==> src/rtl/lrsgd_div.sv <==
// ----------------------------------------------------------------------------
// lrsgd_div
// Restoring divider, one quotient bit per cycle, signed dividend and
// unsigned divisor, quotient truncated toward zero.
// ----------------------------------------------------------------------------
module lrsgd_div #(
  parameter int NumW = 48,
  parameter int DenW = 21
) (
  input  logic                   clk_i,
  input  logic                   rst_ni,
  input  logic                   start_i,
  input  logic signed [NumW-1:0] num_i,
  input  logic [DenW-1:0]        den_i,
  output logic                   done_o,
  output logic signed [NumW-1:0] quo_o
);
  localparam int CntW = $clog2(NumW + 1);

  logic [NumW-1:0] mag_q, mag_d;
  logic [DenW:0]   rem_q, rem_d;
  logic [DenW-1:0] den_q;
  logic            neg_q;
  logic [CntW-1:0] cnt_q, cnt_d;
  logic            run_q, done_q;
  logic [DenW:0]   trial;

  always_comb begin
    trial = {rem_q[DenW-1:0], mag_q[NumW-1]};
    rem_d = trial;
    mag_d = {mag_q[NumW-2:0], 1'b0};
    if (trial >= {1'b0, den_q}) begin
      rem_d = trial - {1'b0, den_q};
      mag_d[0] = 1'b1;
    end
    cnt_d = cnt_q - CntW'(1);
  end

  always_ff @(posedge clk_i or negedge rst_ni) begin
    if (!rst_ni) begin
      run_q  <= 1'b0;
      done_q <= 1'b0;
      cnt_q  <= '0;
    end else begin
      done_q <= 1'b0;
      if (start_i) begin
        run_q <= 1'b1;
        cnt_q <= CntW'(NumW);
      end else if (run_q) begin
        cnt_q <= cnt_d;
        if (cnt_q == CntW'(1)) begin
          run_q  <= 1'b0;
          done_q <= 1'b1;
        end
      end
    end
  end

  always_ff @(posedge clk_i) begin
    if (start_i) begin
      mag_q <= num_i[NumW-1] ? NumW'(-num_i) : num_i;
      neg_q <= num_i[NumW-1];
      den_q <= den_i;
      rem_q <= '0;
    end else if (run_q) begin
      mag_q <= mag_d;
      rem_q <= rem_d;
    end
  end

  assign done_o = done_q;
  assign quo_o  = neg_q ? -$signed(mag_q) : $signed(mag_q);
endmodule

==> config.mk <==
export PLATFORM = sky130hd
export DESIGN_NAME = lrsgd_div
export DESIGN_NICKNAME = d
export VERILOG_FILES = /design/src/rtl/lrsgd_div.sv
export SDC_FILE = /design/constraint.sdc
export NUM_CORES = 1
export LEC_CHECK = 0
export BUFFER_PORTS_ARGS = -buffer_cell sky130_fd_sc_hd__buf_2
export CELL_PAD_IN_SITES_DETAIL_PLACEMENT = 0
export CELL_PAD_IN_SITES_GLOBAL_PLACEMENT = 1
export CORE_MARGIN = 8
export CORE_UTILIZATION = 43
export CTS_BUF_LIST = sky130_fd_sc_hd__clkbuf_2
export DETAILED_ROUTE_END_ITERATION = 6
export MAX_ROUTING_LAYER = met4
export PLACE_DENSITY_LB_ADDON = 0.2
export SYNTH_ARGS = -nofsm -noshare
export SYNTH_HDL_FRONTEND = slang
export SYNTH_SLANG_ARGS = --single-unit
==> constraint.sdc <==
create_clock -name clk_i -period 3.6 [get_ports clk_i]
set_clock_uncertainty 0.15 [all_clocks]
set_input_delay 0.18 -clock clk_i [delete_from_list [all_inputs] [get_ports clk_i]]
set_output_delay 0.18 -clock clk_i [all_outputs]
set_load 0.05 [all_outputs]
* Word level (Yosys, flattened, before mapping)
Cells that the tools add are included.
Word-level totals: output and inout bits 49, input port bits 72, flip-flop bits (word level) 99, word-level logic and storage cells 28
Cells by class: order comparisons 1, $add $sub $neg 4, muxes and demuxes 14, equality and inequality tests 1, reduce and logical (&&, ||, !) cells 1
Operator list (number):
- $mux W48 | 4
- $neg A48 Y48 | 2
- $ge A22 B21 Y1 | 1
- $mux W21 | 1
- $sub A21 B21 Y21 | 1
- $mux W6 | 2
- $mux W1 | 7
- $eq A6 B1 Y1 const B | 1
- $sub A6 B1 Y6 const B | 1
- $reduce_bool A2 Y1 | 1

* Depth between registers and ports, before layout
Gate-level depths: netlist (run 1).
depth in word-level cells 4, gate-level depth with buffers 12, depth with buffers taken out 11

* Least setup slack after synthesis (run 1)
OpenSTA, ideal clock, no wires.
path type reg-to-output, from register mag_q[8], to output port quo_o[47], data required time 3270 ps, path slack 99 ps, stages on the path, launching flop included 9, buffers on the path 1, data arrival time 3171 ps, cells stage by stage edfxtp_1 -> or4_1 -> nor4_2 -> nand4b_1 -> or4_1 -> clkbuf_1 -> o21ai_1 -> nand2_1 -> xnor2_1
Between the ends: word-level cells in the longest chain between the ends 2
RTL lines:
- start: declaration | RTL line 20 | logic [NumW-1:0] mag_q, mag_d;
- start signal: assignment | RTL line 61 | mag_q <= num_i[NumW-1] ? NumW'(-num_i) : num_i;
- start signal: assignment | RTL line 66 | mag_q <= mag_d;
- $neg A48 Y48 | RTL line 72 | assign quo_o = neg_q ? -$signed(mag_q) : $signed(mag_q);
- $mux W48 | RTL line 72
- end: declaration | RTL line 16 | output logic signed [NumW-1:0] quo_o
No other way between the ends.

* Worst setup path after layout (run 1)
from register mag_q[9], to output port quo_o[27]
Same word-level chain as after synthesis.

==> results.sh, run 1 <==
export IMPL_drc=0
export IMPL_syn_to_final_growth_pct=36.1
export IMPL_firstDrtPassIters=5
export IMPL_final_cells=1242
export IMPL_clk_pin_slew_ns=0.29
export IMPL_ir_drop_uv=243
export IMPL_viasPerCell=5.42
export IMPL_cts_buffers=9
export IMPL_maxSlewViolCount=0
export IMPL_crit_top_cell="or4_4"
export IMPL_wl_mm=20.4
export IMPL_grt_pass1_wl_mm=32.4
export IMPL_synth_edff_count=70
export IMPL_ys_seq_area_share_pct=38.7
export IMPL_power_total_mw=3.48
export IMPL_required_ns=3.27
export IMPL_tightestPinTransition_ns=1.35
export IMPL_synth_top_area_share_pct=29.9
export IMPL_drt_iter0_markers=401
export IMPL_clock_path_buffers=2
export IMPL_die_w_um=144
export IMPL_ys_ff_latch=99
export IMPL_startpoint_type="flip-flop"
export IMPL_htree_levels=3
export IMPL_grt_overflow=0
export IMPL_start_util_pct=44.2
export IMPL_holdWs_ns=0.0951
export IMPL_synthesis_nets=876
export IMPL_post_route_period_util_pct=103
export IMPL_rsz0062_at_grt="true"
export IMPL_violations="setup timing"
export IMPL_path_class="reg2out"
export IMPL_status="complete, but fails checks"
export IMPL_ant_nets=0
export IMPL_synth_area_leaders="edfxtp_1, xnor2_1, xor2_1"
export IMPL_ys_types=63
export IMPL_critPathCaptureType="output pin"
export IMPL_grt_pass1_vias=6689
export IMPL_synth_flop_cell="edfxtp_1"
export IMPL_synth_commonest_cells="nor2_1, edfxtp_1, a21oi_1, xnor2_1, xor2_1"
export IMPL_max_freq_mhz=269
export IMPL_r2r_start="mag_q[47]"
export IMPL_leakage_nw=3.80
export IMPL_yosysWarnings=0
export IMPL_synth_top_area_cell="edfxtp_1"
export IMPL_hold_path_class="in2reg"
export IMPL_reg2reg_depth=12
export IMPL_path_max_fanout=7
export IMPL_hold_viol=0
export IMPL_r2r_setup_slack_ns=0.34
export IMPL_cts_root_buf="clkbuf_2"
export IMPL_avgSynthCellArea_um2=9.05
export IMPL_syn_instance_count=778
export IMPL_drive_gt1_share_pct=22.8
export IMPL_core_area_um2=15900
export IMPL_synth_area_um2=7040
export IMPL_grtUsageTotal_pct=20.1
export IMPL_yosysMostFrequentCell="nor2_1"
export IMPL_dp_cells=1090
export IMPL_slowest_delay_ns=0.58
export IMPL_vias=6730
export IMPL_port_buffers=120
export IMPL_power_density_nw_per_um2=363
export IMPL_slew_headroom_pct=9.71
export IMPL_ioPinCount=121
export IMPL_place_congestion=0.866
export IMPL_dp_hpwl_mm=14.0
export IMPL_layout_setup_ws_ns=-0.116
export IMPL_placementRows=46
export IMPL_die_area_um2=20700
export IMPL_clk_latency_ns=0.61
export IMPL_dieHeight_um=144
export IMPL_maxCapViolCount=0
export IMPL_setup_violations=16
export IMPL_r2r_end="rem_q[8]"
export IMPL_clock_sinks=99
export IMPL_wl_per_cell_um=16.4
export IMPL_fillCellCount=1374
export IMPL_cts_tree="done"
export IMPL_cp_arrival_ns=3.39
export IMPL_cp_endpoint="quo_o[27]"
export IMPL_layout_min_cycle_time_ns=3.72
export IMPL_final_nets=1118
export IMPL_synthArstFlopShare_pct=8.08
export IMPL_antenna_found_initial=1
export IMPL_crit_path_start="mag_q[9]"
export IMPL_slowest_stage="or4_4"
export IMPL_worstPathCellList="or4_4, nor4_4, nand4b_1, or4_4, buf_4, o31ai_4, xnor2_2, buf_6"
export IMPL_grt_max_degree=64
## logic make-up (layout without fill, tap and decap cells)
kind of cell | Yosys count | after routing | synth area share [%]
DFF | 99 | 99 | 38.7
xor gates and xnor gates | 108 | 108 | 13.4
buffers and inverters | 78 | 325 | 4.35
AOI/OAI and AO/OA | 207 | 207 | 19.2
other | 0 | 1 | 0
and+or+nand+nor | 248 | 248 | 17.8
muxes | 12 | 12 | 1.78
adders and majority gates | 26 | 26 | 4.73
## layer usage
layer,up-vias,track usage [%],routed length [um]
li1,3323,-,-
met1,3198,25.6,9380
met2,183,31.8,9630
met3,26,3.98,1100
met4,0,5.53,318
met5,-,-,0
## per-stage QoR
| step | setup TNS, ns | cell area, um2 | worst slack (ns) | utilization, % |
|---|---|---|---|---|
| floorplan | 0 | 7040 | 0.0988 | - |
| global placement | 0 | 7860 | 0.242 | 49.3 |
| detailed placement | 0 | 7860 | 0.110 | 49.3 |
| CTS | -1.27 | 9320 | -0.163 | 58.5 |
| global route | -4.74 | 9580 | -0.274 | 60.1 |
| finish | -1.02 | 9580 | -0.116 | 60.1 |
## worst max-delay path: cells and delay by family (launching register included)
kind / cells / cell delay, ns
buf+inv: 2 / 0.38
xor+xnor: 1 / 0.16
flops: 1 / 0.46
simple gates: 4 / 1.57
compound gates: 1 / 0.21
## flip-flops by register name (all words and copies together) (netlist names)
signal,flops
done_o,1
rem_q,21
run_q,1
den_q,21
cnt_q,6
neg_q,1
mag_q,48
## layout by cell type, fill, tap and decap left out, types with 4 or more instances in the layout
master,synthesis,routed
o41ai_1,13,10
dfxtp_1,21,21
buf_4,1,64
o31ai_1,27,23
a311oi_1,7,7
a21oi_1,65,65
nor3_1,11,9
a211oi_1,14,14
mux2i_1,11,11
buf_2,1,93
or4_4,4,9
dfrtp_1,8,8
dlygate4sd3_1,0,105
o21ai_2,0,8
or3_1,10,10
nand2b_1,12,12
nor2_1,93,93
xor2_1,51,51
or4_1,11,6
nand3b_1,5,5
o31ai_2,3,6
ha_1,25,25
inv_1,42,41
o21ai_0,45,37
xnor2_1,57,54
nand4_1,5,5
nand3_1,9,7
clkbuf_2,1,10
o41ai_2,4,7
nor4_1,15,12
edfxtp_1,70,70
nand2_1,48,45
buf_6,1,5
o21ai_1,5,4
## worst min path at each step
stage	startpoint	to	slack [ns]	cells after the start
final	den_i[14]	den_q[14]	0.1	2
after global routing	den_i[15]	den_q[15]	0.008	2
after CTS	den_i[15]	den_q[15]	0.01	2
after detailed placement	rst_ni	cnt_q[4]	-0.12	1
after global placement	rst_ni	cnt_q[2]	-0.12	1
after floorplan	rst_ni	cnt_q[0]	-0.27	0
## area by class of cell
| cell class | instances | area [um2] | share of cell area, % |
|---|---|---|---|
| clock buffer | 10 | 50.0 | 0.522 |
| timing repair buffer | 267 | 2050 | 21.4 |
| tap | 216 | 270 | 2.82 |
| sequential | 99 | 2720 | 28.4 |
| antenna | 1 | 2.50 | 0.0261 |
| clock inverter | 6 | 111 | 1.16 |
| multi-input combinational | 601 | 4210 | 44.0 |
| inverter | 42 | 158 | 1.65 |
## what timing repair did
| action | 4_1_cts | 5_1_grt |
|---|---|---|
| pin swaps | 2 | 5 |
| hold endpoints to repair | 84 | 0 |
| resized for setup | 43 | 41 |
| gates cloned | 0 | 0 |
| hold buffers | 105 | 0 |
| setup buffers | 12 | 18 |
| endpoints found under the setup margin | 25 | 28 |
## power by group
part | internal [mW] | switching, mW
Combinational | 0.510 | 0.795
Sequential | 1.34 | 0.129
Clock | 0.306 | 0.400
Note: power is estimated with default switching activity, not from simulation.
==> run 2: changes to the inputs <==
--- a/config.mk
+++ b/config.mk
@@ -5,15 +5,18 @@
 export SDC_FILE = /design/constraint.sdc
 export NUM_CORES = 1
 export LEC_CHECK = 0
+export ABC_AREA = 1
 export BUFFER_PORTS_ARGS = -buffer_cell sky130_fd_sc_hd__buf_2
 export CELL_PAD_IN_SITES_DETAIL_PLACEMENT = 0
 export CELL_PAD_IN_SITES_GLOBAL_PLACEMENT = 1
 export CORE_MARGIN = 8
 export CORE_UTILIZATION = 43
 export CTS_BUF_LIST = sky130_fd_sc_hd__clkbuf_2
+export CTS_CLUSTER_DIAMETER = 150
 export DETAILED_ROUTE_END_ITERATION = 6
 export MAX_ROUTING_LAYER = met4
 export PLACE_DENSITY_LB_ADDON = 0.2
+export SLEW_MARGIN = 10
 export SYNTH_ARGS = -nofsm -noshare
 export SYNTH_HDL_FRONTEND = slang
 export SYNTH_SLANG_ARGS = --single-unit
==> run 2 against run 1 <==
  * The flow now finishes without violations
  * Largest power group is now combinational logic
  * Global-route usage up 2.0 points
  * Synthesized area up 28%
  * Setup slack better by 0.57 ns
  * Via count up 36%
==> results.sh, run 2 <==
export IMPL_status="finished, final reports clean"
export IMPL_cp_arrival_ns=2.81
export IMPL_grt_max_degree=58
export IMPL_critPathCaptureType="output pin"
export IMPL_multi_input_area_um2=5320
export IMPL_final_common_cell="nand2_1"
export IMPL_drive_gt1_share_pct=13.1
export IMPL_startpoint_type="flip-flop"
export IMPL_grtUsageTotal_pct=22.1
export IMPL_core_area_um2=20800
export IMPL_die_area_um2=25800
export IMPL_place_congestion=0.963
export IMPL_postCtsSetupRepairBufs=0
export IMPL_synth_area_um2=8990
export IMPL_ioPinCount=121
export IMPL_final_cell_mix="nand2_1, inv_1, nor2_1, buf_2, nand3_1"
export IMPL_ys_types=46
export IMPL_r2r_setup_slack_ns=0.78
export IMPL_leakage_nw=5.23
export IMPL_worstPathCellList="inv_1, ha_1, nand3_2, inv_1, nand2_1, nor2_1, nand3_1, nor2_1, nand2_1, nand2_1, xnor2_1, buf_2"
export IMPL_largest_register="mag_q"
export IMPL_wl_mm=27.9
export IMPL_seq_area_um2=2720
export IMPL_synth_area_leaders="edfxtp_1, nand2_1, inv_1"
export IMPL_ys_seq_area_share_pct=30.3
export IMPL_cts_buffers=9
export IMPL_synthesis_nets=1490
export IMPL_antenna_found_initial=1
export IMPL_die_w_um=161
export IMPL_firstDrtPassIters=5
export IMPL_maxCapViolCount=0
export IMPL_setup_violations=0
export IMPL_largest_register_ffs=48
export IMPL_synthArstFlopShare_pct=8.08
export IMPL_holdWs_ns=0.0928
export IMPL_fillCellCount=2194
export IMPL_viasPerCell=4.95
export IMPL_dp_hpwl_mm=22.0
export IMPL_syn_to_final_growth_pct=18.7
export IMPL_tightestPinTransition_ns=0.789
export IMPL_max_freq_mhz=318
export IMPL_cts_root_buf="clkbuf_2"
export IMPL_dieHeight_um=161
export IMPL_hold_path_class="in2reg"
export IMPL_synth_commonest_cells="nand2_1, inv_1, nor2_1, nand3_1, edfxtp_1"
export IMPL_grt_overflow=0
export IMPL_path_class="reg2out"
export IMPL_path_max_fanout=6
export IMPL_drt_iter0_markers=809
export IMPL_syn_instance_count=1392
export IMPL_clock_path_buffers=2
export IMPL_slew_headroom_pct=47.3
export IMPL_slowest_stage="edfxtp_1"
export IMPL_synth_top_area_cell="edfxtp_1"
export IMPL_top_regs="mag_q x48, den_q x21, rem_q x21"
export IMPL_dp_cells=1761
export IMPL_grt_pass1_vias=8482
export IMPL_placementRows=53
export IMPL_avgSynthCellArea_um2=6.46
export IMPL_vias=9160
export IMPL_crit_top_cell="nand2_1"
export IMPL_yosysWarnings=0
export IMPL_yosysMostFrequentCell="nand2_1"
export IMPL_cts_tree="done"
export IMPL_grt_pass1_wl_mm=44.7
export IMPL_clk_pin_slew_ns=0.26
export IMPL_port_buffers=120
export IMPL_synth_edff_count=70
export IMPL_final_nets=1668
export IMPL_power_density_nw_per_um2=439
export IMPL_post_route_period_util_pct=87.3
export IMPL_tns_ns=0
export IMPL_rsz0062_at_grt="false"
export IMPL_clk_latency_ns=0.61
export IMPL_start_util_pct=43.3
export IMPL_slowest_delay_ns=0.53
export IMPL_final_cells=1851
export IMPL_synth_flop_cell="edfxtp_1"
export IMPL_cts_resized=0
export IMPL_required_ns=3.27
export IMPL_ant_nets=0
export IMPL_htree_levels=3
export IMPL_ir_drop_uv=246
export IMPL_hold_viol=0
export IMPL_wl_per_cell_um=15.1
export IMPL_ys_ff_latch=99
export IMPL_clock_sinks=99
export IMPL_drc=0
export IMPL_layout_min_cycle_time_ns=3.14
export IMPL_maxSlewViolCount=0
export IMPL_synth_top_area_share_pct=23.4
[run 2: changes by cell type after synthesis, sizes merged, moves of 22 or more]
cell   change
nand2    +430
inv      +155
nand3    +113
nor2      +92
xnor2     -41
a21oi     -39
o31ai     -28
o21ai     +25
nand4     +22
[run 2: timing repair]
item                                    CTS  global route
endpoints found under the setup margin    0             0
endpoints found under the hold margin    96             0
hold buffers                             73             0
[run 2: where the power goes]
group	internal, mW	total (mW)	leakage [nW]	switching [mW]
sequential	1.42	1.58	1.01	0.160
combinational	0.818	2.54	4.15	1.72
clock	0.171	0.564	0.0725	0.393
[run 2: stage by stage]
stage	total power, mW	setup slack [ns]	util (%)	instance area, um2
floorplan	3.51	0.870	-	8990
global placement	4.06	0.856	47.3	9810
detailed placement	4.06	0.804	47.3	9810
CTS	4.70	0.381	51.4	10700
global route	5.04	0.210	51.4	10700
finish	4.68	0.458	51.4	10700
[run 2: kinds of logic after synthesis]
kind of cell	Yosys count	synth area share (%)
compound gates	109	6.54
xor+xnor	71	6.92
fa+ha+maj	26	3.70
buf+inv	234	10.5
flops	99	30.3
simple gates	853	42.0
[run 2: path summary, 6_finish.rpt]
kind | start | endpoint | cells after the start
worst max-delay path | mag_q[0] | quo_o[16] | 12
worst min-delay path | num_i[47] | neg_q | 2
worst max register to register | mag_q[47] | mag_q[0] | 12
worst min register to register | rem_q[10] | rem_q[10] | 2
max in group asynchronous | rst_ni | run_q | 3
min in group asynchronous | rst_ni | cnt_q[5] | 3
[run 2: area by class of cell]
class / count / area share (%)
tap: 275 / 3.23
sequential: 99 / 25.5
timing repair buffer: 202 / 13.2
inverter: 199 / 7.00
clock inverter: 6 / 0.657
clock buffer: 10 / 0.469
antenna: 1 / 0.0235
multi-input combinational: 1059 / 49.9
[run 2: critical path: cells and delay by family (launching register included)]
family / cells / cell delay [ns]
AND/OR/NAND/NOR: 7 / 0.87
flip-flops: 1 / 0.53
buffers and inverters: 3 / 0.51
adder cells (fa/ha/maj): 1 / 0.22
XOR/XNOR: 1 / 0.12
[run 2: metal layers]
| layer | GRT usage, % | vias to the layer above | wire (um) |
|---|---|---|---|
| li1 | - | 4767 | - |
| met1 | 34.8 | 4050 | 15100 |
| met2 | 28.4 | 323 | 10500 |
| met3 | 3.25 | 20 | 1990 |
| met4 | 4.63 | 0 | 288 |
| met5 | - | - | 0 |
==> run 3: changes to the inputs <==
--- a/config.mk
+++ b/config.mk
@@ -10,9 +10,8 @@
 export CELL_PAD_IN_SITES_DETAIL_PLACEMENT = 0
 export CELL_PAD_IN_SITES_GLOBAL_PLACEMENT = 1
 export CORE_MARGIN = 8
-export CORE_UTILIZATION = 43
+export CORE_UTILIZATION = 35
 export CTS_BUF_LIST = sky130_fd_sc_hd__clkbuf_2
-export CTS_CLUSTER_DIAMETER = 150
 export DETAILED_ROUTE_END_ITERATION = 6
 export MAX_ROUTING_LAYER = met4
 export PLACE_DENSITY_LB_ADDON = 0.2
==> run 3 against run 2 <==
  * Count of clock-buffer cells in the layout shrank 1
  * Worst hold slack gained 0.0064 ns
  * Sequential power is essentially flat
  * Largest power group unchanged
==> results.sh, run 3 (synthesis gave the netlist of run 2 again) <==
export IMPL_status="finished, final reports clean"
export IMPL_grt_max_degree=58
export IMPL_crit_top_cell="nand2_1"
export IMPL_maxSlewViolCount=0
export IMPL_viasPerCell=4.81
export IMPL_path_max_fanout=6
export IMPL_stdcell_area_um2=10700
export IMPL_internal_power_mw=2.47
export IMPL_grt_pass1_wl_mm=47.4
export IMPL_tns_ns=0
export IMPL_top_regs="mag_q x48, den_q x21, rem_q x21"
export IMPL_tightestPinTransition_ns=0.834
export IMPL_ant_nets=0
export IMPL_setup_violations=0
export IMPL_drive_gt1_share_pct=13.1
export IMPL_clock_sinks=99
export IMPL_core_area_um2=25200
export IMPL_wl_per_cell_um=15.4
export IMPL_p_sw_mw=2.30
export IMPL_hold_viol=0
export IMPL_required_ns=3.27
export IMPL_grt_pass1_vias=8798
export IMPL_worstPathCellList="inv_1, ha_1, nand3_2, inv_1, nand2_1, nor2_1, nand3_1, nor2_1, nand2_1, nand2_1, xnor2_1, buf_2"
export IMPL_die_w_um=176
export IMPL_layout_min_cycle_time_ns=3.18
export IMPL_place_area_um2=9860
export IMPL_antenna_found_initial=1
export IMPL_die_area_um2=31100
export IMPL_critPathCaptureType="output pin"
export IMPL_drc=0
export IMPL_slowest_stage="edfxtp_1"
export IMPL_ioPinCount=121
export IMPL_syn_to_final_growth_pct=19.3
export IMPL_dieHeight_um=176
export IMPL_max_freq_mhz=314
export IMPL_cts_buffers=9
export IMPL_crit_buf_inv=3
export IMPL_startpoint_type="flip-flop"
export IMPL_maxCapViolCount=0
export IMPL_drt_iter0_markers=718
export IMPL_final_common_cell="nand2_1"
export IMPL_ir_drop_uv=237
export IMPL_slew_headroom_pct=44.3
export IMPL_rsz0062_at_grt="false"
export IMPL_post_route_period_util_pct=88.3
export IMPL_clock_path_buffers=2
export IMPL_combPwrFrac_pct=53.5
export IMPL_vias=9151
export IMPL_placementRows=58
export IMPL_firstDrtPassIters=5
export IMPL_cp_arrival_ns=2.85
export IMPL_leakage_nw=5.22
export IMPL_final_cell_mix="nand2_1, inv_1, nor2_1, buf_2, nand3_1"
export IMPL_fillCellCount=2723
export IMPL_postCtsSetupRepairBufs=0
export IMPL_largest_register_ffs=48
export IMPL_start_util_pct=35.7
export IMPL_path_class="reg2out"
export IMPL_path_delay_family="simple AND/OR/NAND/NOR gates"
export IMPL_htree_levels=3
export IMPL_dp_hpwl_mm=23.5
export IMPL_port_buffers=120
export IMPL_pwr_share_clk_pct=13.4
export IMPL_slowest_delay_ns=0.54
export IMPL_wl_mm=29.3
export IMPL_largest_register="mag_q"
export IMPL_final_nets=1665
export IMPL_power_density_nw_per_um2=445
export IMPL_switching_share_pct=48.2
export IMPL_seqPwrFrac_pct=33.0
export IMPL_place_congestion=0.927
export IMPL_cts_root_buf="clkbuf_2"
export IMPL_clk_latency_ns=0.60
export IMPL_grt_overflow=0
export IMPL_hold_path_class="in2reg"
export IMPL_grtUsageTotal_pct=19.5
export IMPL_clk_pin_slew_ns=0.26
export IMPL_power_total_mw=4.77
export IMPL_cts_tree="done"
[run 3: per-stage QoR]
step	setup WS, ns	std cells	hold WS [ns]	util [%]
after global routing	0.169	1903	0.0495	42.6
after detailed placement	0.832	1815	-0.117	39.2
after global placement	0.898	1815	-0.110	39.2
after floorplan	0.870	1392	-0.266	-
final	0.420	1903	0.0992	42.6
after CTS	0.362	1902	0.0429	42.6
[run 3: worst register-to-register path, delay by kind of cell, from the launching register on]
family / cells / cell delay, ns
AOI/OAI and AO/OA: 1 / 0.08
adders and majority gates: 2 / 0.62
buffers and inverters: 2 / 0.16
DFF: 1 / 0.44
and+or+nand+nor: 7 / 1.08
[run 3: final timing paths]
check | slack (ns) | to | from | cells after the start
setup reg to reg | 0.83 | mag_q[0] | mag_q[47] | 12
min in group asynchronous | 0.33 | done_o | rst_ni | 3
hold / removal | 0.1 | mag_q[13] | num_i[47] | 4
hold reg to reg | 0.34 | rem_q[14] | rem_q[14] | 2
setup / recovery | 0.42 | quo_o[16] | mag_q[0] | 12
max in group asynchronous | 2.72 | cnt_q[1] | rst_ni | 3
[run 3: power groups by stage]
| stage | clock [mW] | sequential [mW] | combinational, mW |
|---|---|---|---|
| 2_1_floorplan | 0 | 1.54 | 1.97 |
| 3_3_place_gp | 0 | 1.60 | 2.49 |
| 3_5_place_dp | 0 | 1.60 | 2.49 |
| 4_1_cts | 0.664 | 1.57 | 2.56 |
| 5_1_grt | 0.699 | 1.60 | 2.87 |
| 6_report | 0.641 | 1.58 | 2.56 |
[run 3: what timing repair did]
action | CTS | global route
gates resized for setup | 0 | 0
hold endpoints to repair | 90 | 0
hold buffers | 71 | 0
[run 3: per-layer routing]
layer | vias to the layer above | global-route usage (%) | routed length [um]
li1 | 4765 | - | -
met1 | 4117 | 30.9 | 16100
met2 | 256 | 25.7 | 11200
met3 | 13 | 2.14 | 1800
met4 | 0 | 3.81 | 233
met5 | - | - | 0
[run 3: area by class of cell]
cell class	instances	area [um2]	share of cell area, %
diodes	1	2.50	0.0233
flip-flops and latches	99	2720	25.4
well taps	330	413	3.85
multi-input cells	1059	5320	49.6
clock buffers	9	45.0	0.420
repair buffers	199	1370	12.8
inverters	199	747	6.97
clock inverters	7	98.8	0.922
